--- config.mk ---
export PLATFORM = sky130hd
export DESIGN_NAME = frame_time_statistics
export DESIGN_NICKNAME = d
export VERILOG_FILES = /design/src/hw/rtl/fts_pkg.sv /design/src/hw/rtl/fts_div.sv /design/src/hw/rtl/fts_dpath.sv /design/src/hw/rtl/fts_ctrl.sv /design/src/hw/rtl/frame_time_statistics.sv
export SDC_FILE = /design/constraint.sdc
export NUM_CORES = 2
export LEC_CHECK = 0
export ABC_CLOCK_PERIOD_IN_PS = 22900
export BUFFER_PORTS_ARGS = -buffer_cell sky130_fd_sc_hd__buf_4
export CAP_MARGIN = 10
export CORE_ASPECT_RATIO = 1.75
export CORE_MARGIN = 3
export CORE_UTILIZATION = 55
export DETAILED_ROUTE_END_ITERATION = 16
export PLACE_DENSITY = 0.72
export RECOVER_POWER = 50
export REMOVE_ABC_BUFFERS = 1
export SLEW_MARGIN = 20
export SYNTH_ARGS = -nofsm -noshare
export SYNTH_HDL_FRONTEND = slang
export SYNTH_HIERARCHICAL = 1
export SYNTH_SLANG_ARGS = --single-unit
--- constraint.sdc ---
create_clock -name clk -period 22.9 [get_ports clk]
set_clock_uncertainty 0.05 [all_clocks]
set_input_delay 2.29 -clock clk [delete_from_list [all_inputs] [get_ports clk]]
set_output_delay 2.29 -clock clk [all_outputs]
set_load 0.1 [all_outputs]
--- src/hw/rtl/fts_pkg.sv ---
// Shared constants, types and control encodings for the frame time statistics block.
package fts_pkg;

  localparam int TICK_BITS    = 32;
  localparam int TOTAL_BITS   = 48;
  localparam int FRAME_BITS   = 32;
  localparam int WSUM_BITS    = TICK_BITS + 1;
  localparam int QUOT_BITS    = 32;
  localparam int CNT_BITS     = $clog2(QUOT_BITS);
  localparam int CFG_IDX_BITS = 2;

  localparam logic [CFG_IDX_BITS-1:0] CFG_MAX_DELTA     = 2'd0;
  localparam logic [CFG_IDX_BITS-1:0] CFG_MIN_DELTA     = 2'd1;
  localparam logic [CFG_IDX_BITS-1:0] CFG_WINDOW_LENGTH = 2'd2;

  localparam logic [TICK_BITS-1:0] MAX_DELTA_RST     = 32'd20000000;
  localparam logic [TICK_BITS-1:0] MIN_DELTA_RST     = 32'd0;
  localparam logic [TICK_BITS-1:0] WINDOW_LENGTH_RST = 32'd1000000;

  typedef enum logic [3:0] {
    S_IDLE,
    S_CLAMP,
    S_ACCUM,
    S_CHECK,
    S_WIN_DIV,
    S_WIN_WAIT,
    S_MARK,
    S_ALL_WAIT,
    S_EMIT
  } fts_state_t;

  typedef struct packed {
    logic capture;
    logic clamp;
    logic accum;
    logic check;
    logic div_start;
    logic div_sel_all;
    logic take_mean;
    logic mark;
    logic take_overall;
    logic load_out;
  } fts_cmd_t;

  typedef struct packed {
    logic closed;
    logic div_done;
  } fts_status_t;

endpackage

--- src/hw/rtl/fts_div.sv ---
// Shared restoring divider, one quotient bit per cycle, saturating at QUOT_BITS.
module fts_div import fts_pkg::*; (
  input  logic                  clk,
  input  logic                  rst,
  input  logic                  start,
  input  logic [TOTAL_BITS-1:0] num,
  input  logic [TICK_BITS-1:0]  den,
  output logic                  busy,
  output logic                  done,
  output logic [QUOT_BITS-1:0]  quot
);

  logic [TICK_BITS-1:0] rem;
  logic [TICK_BITS-1:0] den_r;
  logic [QUOT_BITS-1:0] quo;
  logic [CNT_BITS-1:0]  count;
  logic [TICK_BITS:0]   shifted;
  logic                 fits;
  logic                 last;
  logic                 saturate;

  assign shifted  = {rem, quo[QUOT_BITS-1]};
  assign fits     = shifted >= {1'b0, den_r};
  assign last     = count == CNT_BITS'(QUOT_BITS - 1);
  assign saturate = TOTAL_BITS'(num[TOTAL_BITS-1:QUOT_BITS]) >= TOTAL_BITS'(den);
  assign quot     = quo;

  always_ff @(posedge clk) begin
    if (rst) begin
      busy  <= 1'b0;
      done  <= 1'b0;
      count <= '0;
    end else begin
      done <= 1'b0;
      if (start) begin
        count <= '0;
        if (saturate) begin
          busy <= 1'b0;
          done <= 1'b1;
        end else begin
          busy <= 1'b1;
        end
      end else if (busy) begin
        count <= count + 1'b1;
        if (last) begin
          busy <= 1'b0;
          done <= 1'b1;
        end
      end
    end
  end

  always_ff @(posedge clk) begin
    if (start) begin
      den_r <= den;
      rem   <= TICK_BITS'(num[TOTAL_BITS-1:QUOT_BITS]);
      quo   <= saturate ? '1 : num[QUOT_BITS-1:0];
    end else if (busy) begin
      rem <= fits ? TICK_BITS'(shifted - {1'b0, den_r}) : shifted[TICK_BITS-1:0];
      quo <= {quo[QUOT_BITS-2:0], fits};
    end
  end

  a_start_idle: assert property (@(posedge clk) disable iff (rst) start |-> !busy)
    else $error("divider started while busy");
  a_done_idle: assert property (@(posedge clk) disable iff (rst) done |-> !busy)
    else $error("divider done while still busy");
  a_last_done: assert property (@(posedge clk) disable iff (rst)
    (busy && last && !start) |=> (done && !busy))
    else $error("divider did not finish after its last step");

endmodule

--- src/hw/rtl/fts_dpath.sv ---
// Datapath: configuration, accumulators, statistics, divider and output register.
module fts_dpath import fts_pkg::*; (
  input  logic                    clk,
  input  logic                    rst,
  input  fts_cmd_t                cmd,
  output fts_status_t             status,
  input  logic                    cfg_write,
  input  logic [CFG_IDX_BITS-1:0] cfg_index,
  input  logic [TICK_BITS-1:0]    cfg_data,
  input  logic [TICK_BITS-1:0]    now_ticks,
  output logic [TICK_BITS-1:0]    delta_ticks,
  output logic [TOTAL_BITS-1:0]   total_ticks,
  output logic [FRAME_BITS-1:0]   frames_seen,
  output logic                    window_closed,
  output logic [QUOT_BITS-1:0]    mean_frame,
  output logic [QUOT_BITS-1:0]    lowest_frame,
  output logic [QUOT_BITS-1:0]    highest_frame,
  output logic [QUOT_BITS-1:0]    overall_mean
);

  logic [TICK_BITS-1:0]  max_delta;
  logic [TICK_BITS-1:0]  min_delta;
  logic [TICK_BITS-1:0]  window_length;
  logic [TICK_BITS-1:0]  stamp;
  logic [TICK_BITS-1:0]  previous_stamp;
  logic [TICK_BITS-1:0]  delta;
  logic [TOTAL_BITS-1:0] total_sum;
  logic [FRAME_BITS-1:0] frame_counter;
  logic [WSUM_BITS-1:0]  window_sum;
  logic [FRAME_BITS-1:0] window_frames;
  logic [QUOT_BITS-1:0]  last_mean;
  logic [QUOT_BITS-1:0]  low_mark;
  logic [QUOT_BITS-1:0]  high_mark;
  logic [QUOT_BITS-1:0]  running_mean;
  logic                  closed;
  logic [TICK_BITS-1:0]  diff;
  logic [TICK_BITS-1:0]  upper;
  logic [TOTAL_BITS-1:0] div_num;
  logic [TICK_BITS-1:0]  div_den;
  logic                  div_busy;
  logic                  div_done;
  logic [QUOT_BITS-1:0]  div_quot;

  assign diff  = stamp - previous_stamp;
  assign upper = (diff > max_delta) ? max_delta : diff;

  assign div_num = cmd.div_sel_all ? total_sum : TOTAL_BITS'(window_sum);
  assign div_den = cmd.div_sel_all ? frame_counter : window_frames;

  assign status.closed   = closed;
  assign status.div_done = div_done;

  fts_div u_div (
    .clk   (clk),
    .rst   (rst),
    .start (cmd.div_start),
    .num   (div_num),
    .den   (div_den),
    .busy  (div_busy),
    .done  (div_done),
    .quot  (div_quot)
  );

  always_ff @(posedge clk) begin
    if (rst) begin
      max_delta     <= MAX_DELTA_RST;
      min_delta     <= MIN_DELTA_RST;
      window_length <= WINDOW_LENGTH_RST;
    end else if (cfg_write) begin
      unique case (cfg_index)
        CFG_MAX_DELTA:     max_delta     <= cfg_data;
        CFG_MIN_DELTA:     min_delta     <= cfg_data;
        CFG_WINDOW_LENGTH: window_length <= cfg_data;
        default:           ;
      endcase
    end
  end

  always_ff @(posedge clk) begin
    if (rst) begin
      previous_stamp <= '0;
      total_sum      <= '0;
      frame_counter  <= '0;
      window_sum     <= '0;
      window_frames  <= '0;
      last_mean      <= '0;
      low_mark       <= '1;
      high_mark      <= '0;
      running_mean   <= '0;
      closed         <= 1'b0;
    end else begin
      if (cmd.clamp) begin
        previous_stamp <= stamp;
      end
      if (cmd.accum) begin
        total_sum     <= total_sum + TOTAL_BITS'(delta);
        frame_counter <= frame_counter + 1'b1;
        window_sum    <= window_sum + WSUM_BITS'(delta);
        window_frames <= window_frames + 1'b1;
      end
      if (cmd.check) begin
        closed <= window_sum >= WSUM_BITS'(window_length);
      end
      if (cmd.take_mean) begin
        last_mean <= div_quot;
      end
      if (cmd.mark) begin
        if (last_mean > high_mark) begin
          high_mark <= last_mean;
        end
        if (last_mean < low_mark) begin
          low_mark <= last_mean;
        end
        window_sum    <= '0;
        window_frames <= '0;
      end
      if (cmd.take_overall) begin
        running_mean <= div_quot;
      end
    end
  end

  always_ff @(posedge clk) begin
    if (cmd.capture) begin
      stamp <= now_ticks;
    end
    if (cmd.clamp) begin
      delta <= (upper < min_delta) ? min_delta : upper;
    end
    if (cmd.load_out) begin
      delta_ticks   <= delta;
      total_ticks   <= total_sum;
      frames_seen   <= frame_counter;
      window_closed <= closed;
      mean_frame    <= last_mean;
      lowest_frame  <= low_mark;
      highest_frame <= high_mark;
      overall_mean  <= running_mean;
    end
  end

  a_div_quiet: assert property (@(posedge clk) disable iff (rst)
    (cmd.accum || cmd.load_out) |-> !div_busy)
    else $error("accumulators touched while a division runs");

endmodule

--- src/hw/rtl/fts_ctrl.sv ---
// Controller: sequences one frame transaction through the datapath and owns in/out handshakes.
module fts_ctrl import fts_pkg::*; (
  input  logic        clk,
  input  logic        rst,
  input  logic        in_valid,
  output logic        in_stall,
  output logic        out_valid,
  input  logic        out_stall,
  output fts_cmd_t    cmd,
  input  fts_status_t status
);

  fts_state_t state;
  fts_state_t state_next;
  logic       out_free;

  assign out_free = !out_valid || !out_stall;
  assign in_stall = state != S_IDLE;

  always_ff @(posedge clk) begin
    if (rst) begin
      state     <= S_IDLE;
      out_valid <= 1'b0;
    end else begin
      state <= state_next;
      if (cmd.load_out) begin
        out_valid <= 1'b1;
      end else if (!out_stall) begin
        out_valid <= 1'b0;
      end
    end
  end

  always_comb begin
    state_next = state;
    cmd        = '0;
    unique case (state)
      S_IDLE: begin
        if (in_valid) begin
          cmd.capture = 1'b1;
          state_next  = S_CLAMP;
        end
      end
      S_CLAMP: begin
        cmd.clamp  = 1'b1;
        state_next = S_ACCUM;
      end
      S_ACCUM: begin
        cmd.accum  = 1'b1;
        state_next = S_CHECK;
      end
      S_CHECK: begin
        cmd.check  = 1'b1;
        state_next = S_WIN_DIV;
      end
      S_WIN_DIV: begin
        if (status.closed) begin
          cmd.div_start = 1'b1;
          state_next    = S_WIN_WAIT;
        end else begin
          state_next = S_EMIT;
        end
      end
      S_WIN_WAIT: begin
        if (status.div_done) begin
          cmd.take_mean = 1'b1;
          state_next    = S_MARK;
        end
      end
      S_MARK: begin
        cmd.mark        = 1'b1;
        cmd.div_start   = 1'b1;
        cmd.div_sel_all = 1'b1;
        state_next      = S_ALL_WAIT;
      end
      S_ALL_WAIT: begin
        if (status.div_done) begin
          cmd.take_overall = 1'b1;
          state_next       = S_EMIT;
        end
      end
      S_EMIT: begin
        if (out_free) begin
          cmd.load_out = 1'b1;
          state_next   = S_IDLE;
        end
      end
      default: begin
        state_next = S_IDLE;
      end
    endcase
  end

  a_load_free: assert property (@(posedge clk) disable iff (rst)
    cmd.load_out |-> (!out_valid || !out_stall))
    else $error("output register overwritten while its transaction waits");
  a_one_item: assert property (@(posedge clk) disable iff (rst)
    (in_valid && !in_stall) |=> in_stall)
    else $error("second transaction accepted while one is in progress");
  a_done_wait: assert property (@(posedge clk) disable iff (rst)
    status.div_done |-> (state == S_WIN_WAIT || state == S_ALL_WAIT))
    else $error("division finished outside a wait state");

endmodule

--- src/hw/rtl/frame_time_statistics.sv ---
// Top level of the frame time statistics block: controller plus datapath.
//
//   channel  direction  handshake            payload
//   input    in         in_valid / in_stall  now_ticks
//   output   out        out_valid/out_stall  delta_ticks .. overall_mean
//   config   in         cfg_valid/cfg_ready  cfg_index, cfg_data
//
// A frame closing no window is clamped, accumulated and checked, then registered out.
// A frame closing a window adds two divisions, one for each mean;
// the divider retires one quotient bit per cycle and is shared by both means.
// Reset is synchronous and leaves the block idle and ready for a transaction.
// A finished result waits in the output register while the next transaction is accepted;
// only a second result meeting a still-stalled output holds the controller.
module frame_time_statistics import fts_pkg::*; (
  input  logic                    clk,
  input  logic                    rst,
  input  logic                    in_valid,
  output logic                    in_stall,
  input  logic [TICK_BITS-1:0]    now_ticks,
  output logic                    out_valid,
  input  logic                    out_stall,
  output logic [TICK_BITS-1:0]    delta_ticks,
  output logic [TOTAL_BITS-1:0]   total_ticks,
  output logic [FRAME_BITS-1:0]   frames_seen,
  output logic                    window_closed,
  output logic [QUOT_BITS-1:0]    mean_frame,
  output logic [QUOT_BITS-1:0]    lowest_frame,
  output logic [QUOT_BITS-1:0]    highest_frame,
  output logic [QUOT_BITS-1:0]    overall_mean,
  input  logic                    cfg_valid,
  output logic                    cfg_ready,
  input  logic [CFG_IDX_BITS-1:0] cfg_index,
  input  logic [TICK_BITS-1:0]    cfg_data
);

  fts_cmd_t    cmd;
  fts_status_t status;

  assign cfg_ready = 1'b1;

  fts_ctrl u_ctrl (
    .clk       (clk),
    .rst       (rst),
    .in_valid  (in_valid),
    .in_stall  (in_stall),
    .out_valid (out_valid),
    .out_stall (out_stall),
    .cmd       (cmd),
    .status    (status)
  );

  fts_dpath u_dpath (
    .clk           (clk),
    .rst           (rst),
    .cmd           (cmd),
    .status        (status),
    .cfg_write     (cfg_valid && cfg_ready),
    .cfg_index     (cfg_index),
    .cfg_data      (cfg_data),
    .now_ticks     (now_ticks),
    .delta_ticks   (delta_ticks),
    .total_ticks   (total_ticks),
    .frames_seen   (frames_seen),
    .window_closed (window_closed),
    .mean_frame    (mean_frame),
    .lowest_frame  (lowest_frame),
    .highest_frame (highest_frame),
    .overall_mean  (overall_mean)
  );

endmodule
==> flow_metrics.env <==
export IMPL_gpl_final_weighted_congestion=0.938
export IMPL_io_buffers=313
export IMPL_synthesis_instances=4130
export IMPL_sequentialPowerShare=0.431
export IMPL_drt_iter0_markers=2145
export IMPL_vias_per_cell=5.79
export IMPL_post_synth_instance_area_sq_um=41800
export IMPL_synth_seq_cells=815
export IMPL_max_freq_mhz=110
export IMPL_hold_removal_path_class="flip-flop to flip-flop"
export IMPL_timing_hold_violations_final=0
export IMPL_detail_route_antenna_nets=0
export IMPL_clk_pin_slew_ps=70
export IMPL_initial_util=0.555
export IMPL_post_cts_buffers=0
export IMPL_worst_endpoint_required_ps=23250
export IMPL_critical_path_reg2reg_endpoint="u_dpath/delta[18]$_DFFE_PP_"
export IMPL_floorplan_core_area_sq_um=75200
export IMPL_cp_max_fo=22
export IMPL_power_density_nw_per_um2=80.9
export IMPL_initial_antenna_violation_count=3
export IMPL_via_count_of_the_first_global_routing_pass=31300
export IMPL_postSynthAreaPerCell_sq_um=10.1
export IMPL_worst_slack_ps=13790
export IMPL_synth_warning_count=6
export IMPL_fin_setup_tns_ps=0
export IMPL_drc=0
export IMPL_post_synth_top_area_cell="sky130_fd_sc_hd__edfxtp_1"
export IMPL_run_status="finished with violations"
export IMPL_final_routed_wirelength_across_all_metal_layers_microns=111000
export IMPL_share_comb_of_total_power=0.211
export IMPL_failed_checks="max-capacitance violations, max-slew violations"
export IMPL_layout_commonest_cell="sky130_fd_sc_hd__dfxtp_1"
export IMPL_swShare=0.291
export IMPL_grt_overflow_total=0
export IMPL_finish_net_count=4738
export IMPL_dieWidth_microns=214
export IMPL_dpl_cell_count=5293
export IMPL_post_route_cells_drive_above_1_share=0.130
export IMPL_maxSlewViolCount=584
export IMPL_vias=31500
export IMPL_start_kind="flip-flop"
export IMPL_largestRegisters="u_dpath/total_sum: 48 flops, u_dpath/total_ticks: 48 flops, u_dpath/window_sum: 33 flops"
export IMPL_crit_arrival_ps=9470
export IMPL_internal_power_uw=2730
export IMPL_place_worst_setup_slack_ps=13930
export IMPL_crit_start="u_dpath/stamp[0]$_DFFE_PP_"
export IMPL_areaGrowthSynthToFinish_pct=13.8
export IMPL_reg2reg_from="u_dpath/stamp[0]$_DFFE_PP_"
export IMPL_grt_start_max_net_pins=154
export IMPL_synthDominantCellAreaShare=0.277
export IMPL_yosys_top_cells_area="sky130_fd_sc_hd__edfxtp_1 28%, sky130_fd_sc_hd__dfxtp_1 21%, sky130_fd_sc_hd__ha_1 9.1%"
export IMPL_clock_insertion_delay_worst_skew_ps=670
export IMPL_die_area_sq_um=79400
export IMPL_synth_edff_count=385
export IMPL_number_of_violations_of_the_max_capacitance_limit=12
export IMPL_globalRouteTotalUtil=0.275
export IMPL_routedWlPerCell_microns=20.5
export IMPL_slew_headroom=-2.11
export IMPL_tritoncts_clock_tree="yes"
export IMPL_grt_pass1_wl_microns=172000
export IMPL_layout_cells_most_common_list="430 x sky130_fd_sc_hd__dfxtp_1, 387 x sky130_fd_sc_hd__nand2_1, 385 x sky130_fd_sc_hd__edfxtp_1, 322 x sky130_fd_sc_hd__nor2_1, 305 x sky130_fd_sc_hd__ha_1"
export IMPL_clock_sinks=815
export IMPL_design_portCount=315
export IMPL_ff2ff_setup_slack_ps=13790
export IMPL_worst_ir_drop_vdd_mv=0.0828
export IMPL_estimated_wirelength_of_the_detail_placed_design_microns=81700
export IMPL_dominantRegCellSynth="sky130_fd_sc_hd__dfxtp_1"
export IMPL_reg2reg_depth=34
export IMPL_period_minus_slack_ps=9110
export IMPL_cts_root_buffer_cell="sky130_fd_sc_hd__clkbuf_16"
export IMPL_ctsHoldBuffers=0
export IMPL_post_cts_resize_count=0
export IMPL_drt_pre_antenna_iters=6
export IMPL_critical_path_class="flip-flop to flip-flop"
export IMPL_critPathMaxStageDelay_ps=530
export IMPL_floorplan_die_height_microns=371
export IMPL_clock_power_share=0.358
export IMPL_ys_async_sr_fraction=0
export IMPL_final_fill_count=6218
export IMPL_timing_worst_slew_pin_value_ps=4660
export IMPL_layout_worst_path_cycle_share=0.398
export IMPL_synthDistinctLibCells=102
export IMPL_critical_path_endpoint="u_dpath/delta[18]$_DFFE_PP_"
export IMPL_number_of_h_tree_levels=3
export IMPL_clk_path_buf_depth=3
export IMPL_p_leak_uw=0.0191
export IMPL_number_of_standard_cell_rows_in_the_floorplan=133
export IMPL_endpoint_kind="flip-flop"
export IMPL_synth_sequential_area_ratio=0.483
export IMPL_setup_viol=0
export IMPL_final_instance_count_excl_fill=5433
export IMPL_numCtsBuffers=74
export IMPL_rsz_0062_raised_after_global_routing="false"
export IMPL_net_switching_power_uw=1120
export IMPL_crit_path_top_delay_cell="sky130_fd_sc_hd__a21oi_4"
[critical path, delay by kind of cell (launching register included)]
family	cells	cell delay, ps
compound gates	15	3700
xor+xnor	1	150
fa+ha+maj	4	1230
buf+inv	3	800
flops	1	350
mux	1	380
simple gates	10	2160
[how the worst min path moves through the flow]
| stage | slack, ps | start | cells past startpoint | to |
|---|---|---|---|---|
| 2_1_floorplan | 360 | u_dpath/running_mean[0]$_SDFFE_PP0P_ | 0 | u_dpath/overall_mean[0]$_DFFE_PP_ |
| 6_report | 380 | u_dpath/running_mean[15]$_SDFFE_PP0P_ | 0 | u_dpath/overall_mean[15]$_DFFE_PP_ |
| 4_1_cts | 380 | u_dpath/running_mean[15]$_SDFFE_PP0P_ | 0 | u_dpath/overall_mean[15]$_DFFE_PP_ |
| 3_3_place_gp | 360 | u_dpath/running_mean[28]$_SDFFE_PP0P_ | 0 | u_dpath/overall_mean[28]$_DFFE_PP_ |
| 5_1_grt | 390 | u_dpath/running_mean[21]$_SDFFE_PP0P_ | 0 | u_dpath/overall_mean[21]$_DFFE_PP_ |
| 3_5_place_dp | 370 | u_dpath/running_mean[24]$_SDFFE_PP0P_ | 0 | u_dpath/overall_mean[24]$_DFFE_PP_ |
[final cells by class]
| cell class | count | area, sq um | area share |
|---|---|---|---|
| multi-input combinational | 2828 | 19800 | 0.416 |
| timing repair buffer | 344 | 2530 | 0.0532 |
| tap | 1012 | 1270 | 0.0266 |
| clock inverter | 38 | 536 | 0.0113 |
| inverter | 295 | 1110 | 0.0233 |
| sequential | 815 | 20200 | 0.424 |
| antenna | 1 | 2.50 | 0.0000526 |
| clock buffer | 100 | 2180 | 0.0458 |
[cell usage after synthesis, drive strengths merged, types with 7 or more instances]
library cell,number
dfxtp,430
nand2,388
edfxtp,385
nor2,324
ha,305
inv,295
a21oi,273
mux2i,185
clkbuf,144
o21ai,127
a21o,125
mux2,108
a31oi,104
xnor2,89
nor3,74
nand4,69
xor2,66
nor2b,59
and3,57
nand3,56
buf,48
nor3b,40
or3,37
nand2b,33
o22a,32
o211ai,25
and2,24
o21a,22
a211oi,21
a311oi,18
nand3b,18
or2,14
nor4,13
o31ai,12
o21bai,11
a211o,8
a31o,8
and4,7
[routing by layer]
layer / GRT usage / vias to the layer above / wire [microns]
li1: - / 15200 / -
met2: 0.507 / 860 / 57600
met5: 0 / - / 0
met1: 0.309 / 15100 / 42900
met4: 0.136 / 0 / 5670
met3: 0.0403 / 249 / 5250
[cell families (layout without fill, tap and decap cells)]
logic type / after synthesis / count (layout) / synth area share
compound gates: 838 / 838 / 0.130
xor+xnor: 155 / 155 / 0.0325
fa+ha+maj: 309 / 309 / 0.0933
buf+inv: 487 / 777 / 0.0457
flops: 815 / 815 / 0.483
mux: 293 / 293 / 0.0734
other cells: 1 / 2 / 0.0000898
simple gates: 1232 / 1232 / 0.142
[power by group through the flow]
stage / registers [uW] / logic (uW) / clock network, uW
after global routing: 1660 / 891 / 1460
after global placement: 1680 / 784 / 0
after detailed placement: 1690 / 796 / 0
after CTS: 1650 / 803 / 1400
final: 1660 / 812 / 1380
after floorplan: 1660 / 595 / 0
[stage by stage]
step | hold WS (ps) | instance area [sq um] | utilization | total power (uW)
2_1_floorplan | 358 | 41000 | - | 2250
3_3_place_gp | 360 | 44900 | 0.597 | 2470
3_5_place_dp | 365 | 44900 | 0.597 | 2480
4_1_cts | 376 | 47600 | 0.633 | 3860
5_1_grt | 386 | 47500 | 0.632 | 4010
6_report | 376 | 47500 | 0.632 | 3840
No activity file was read; power rests on OpenSTA's default activity.
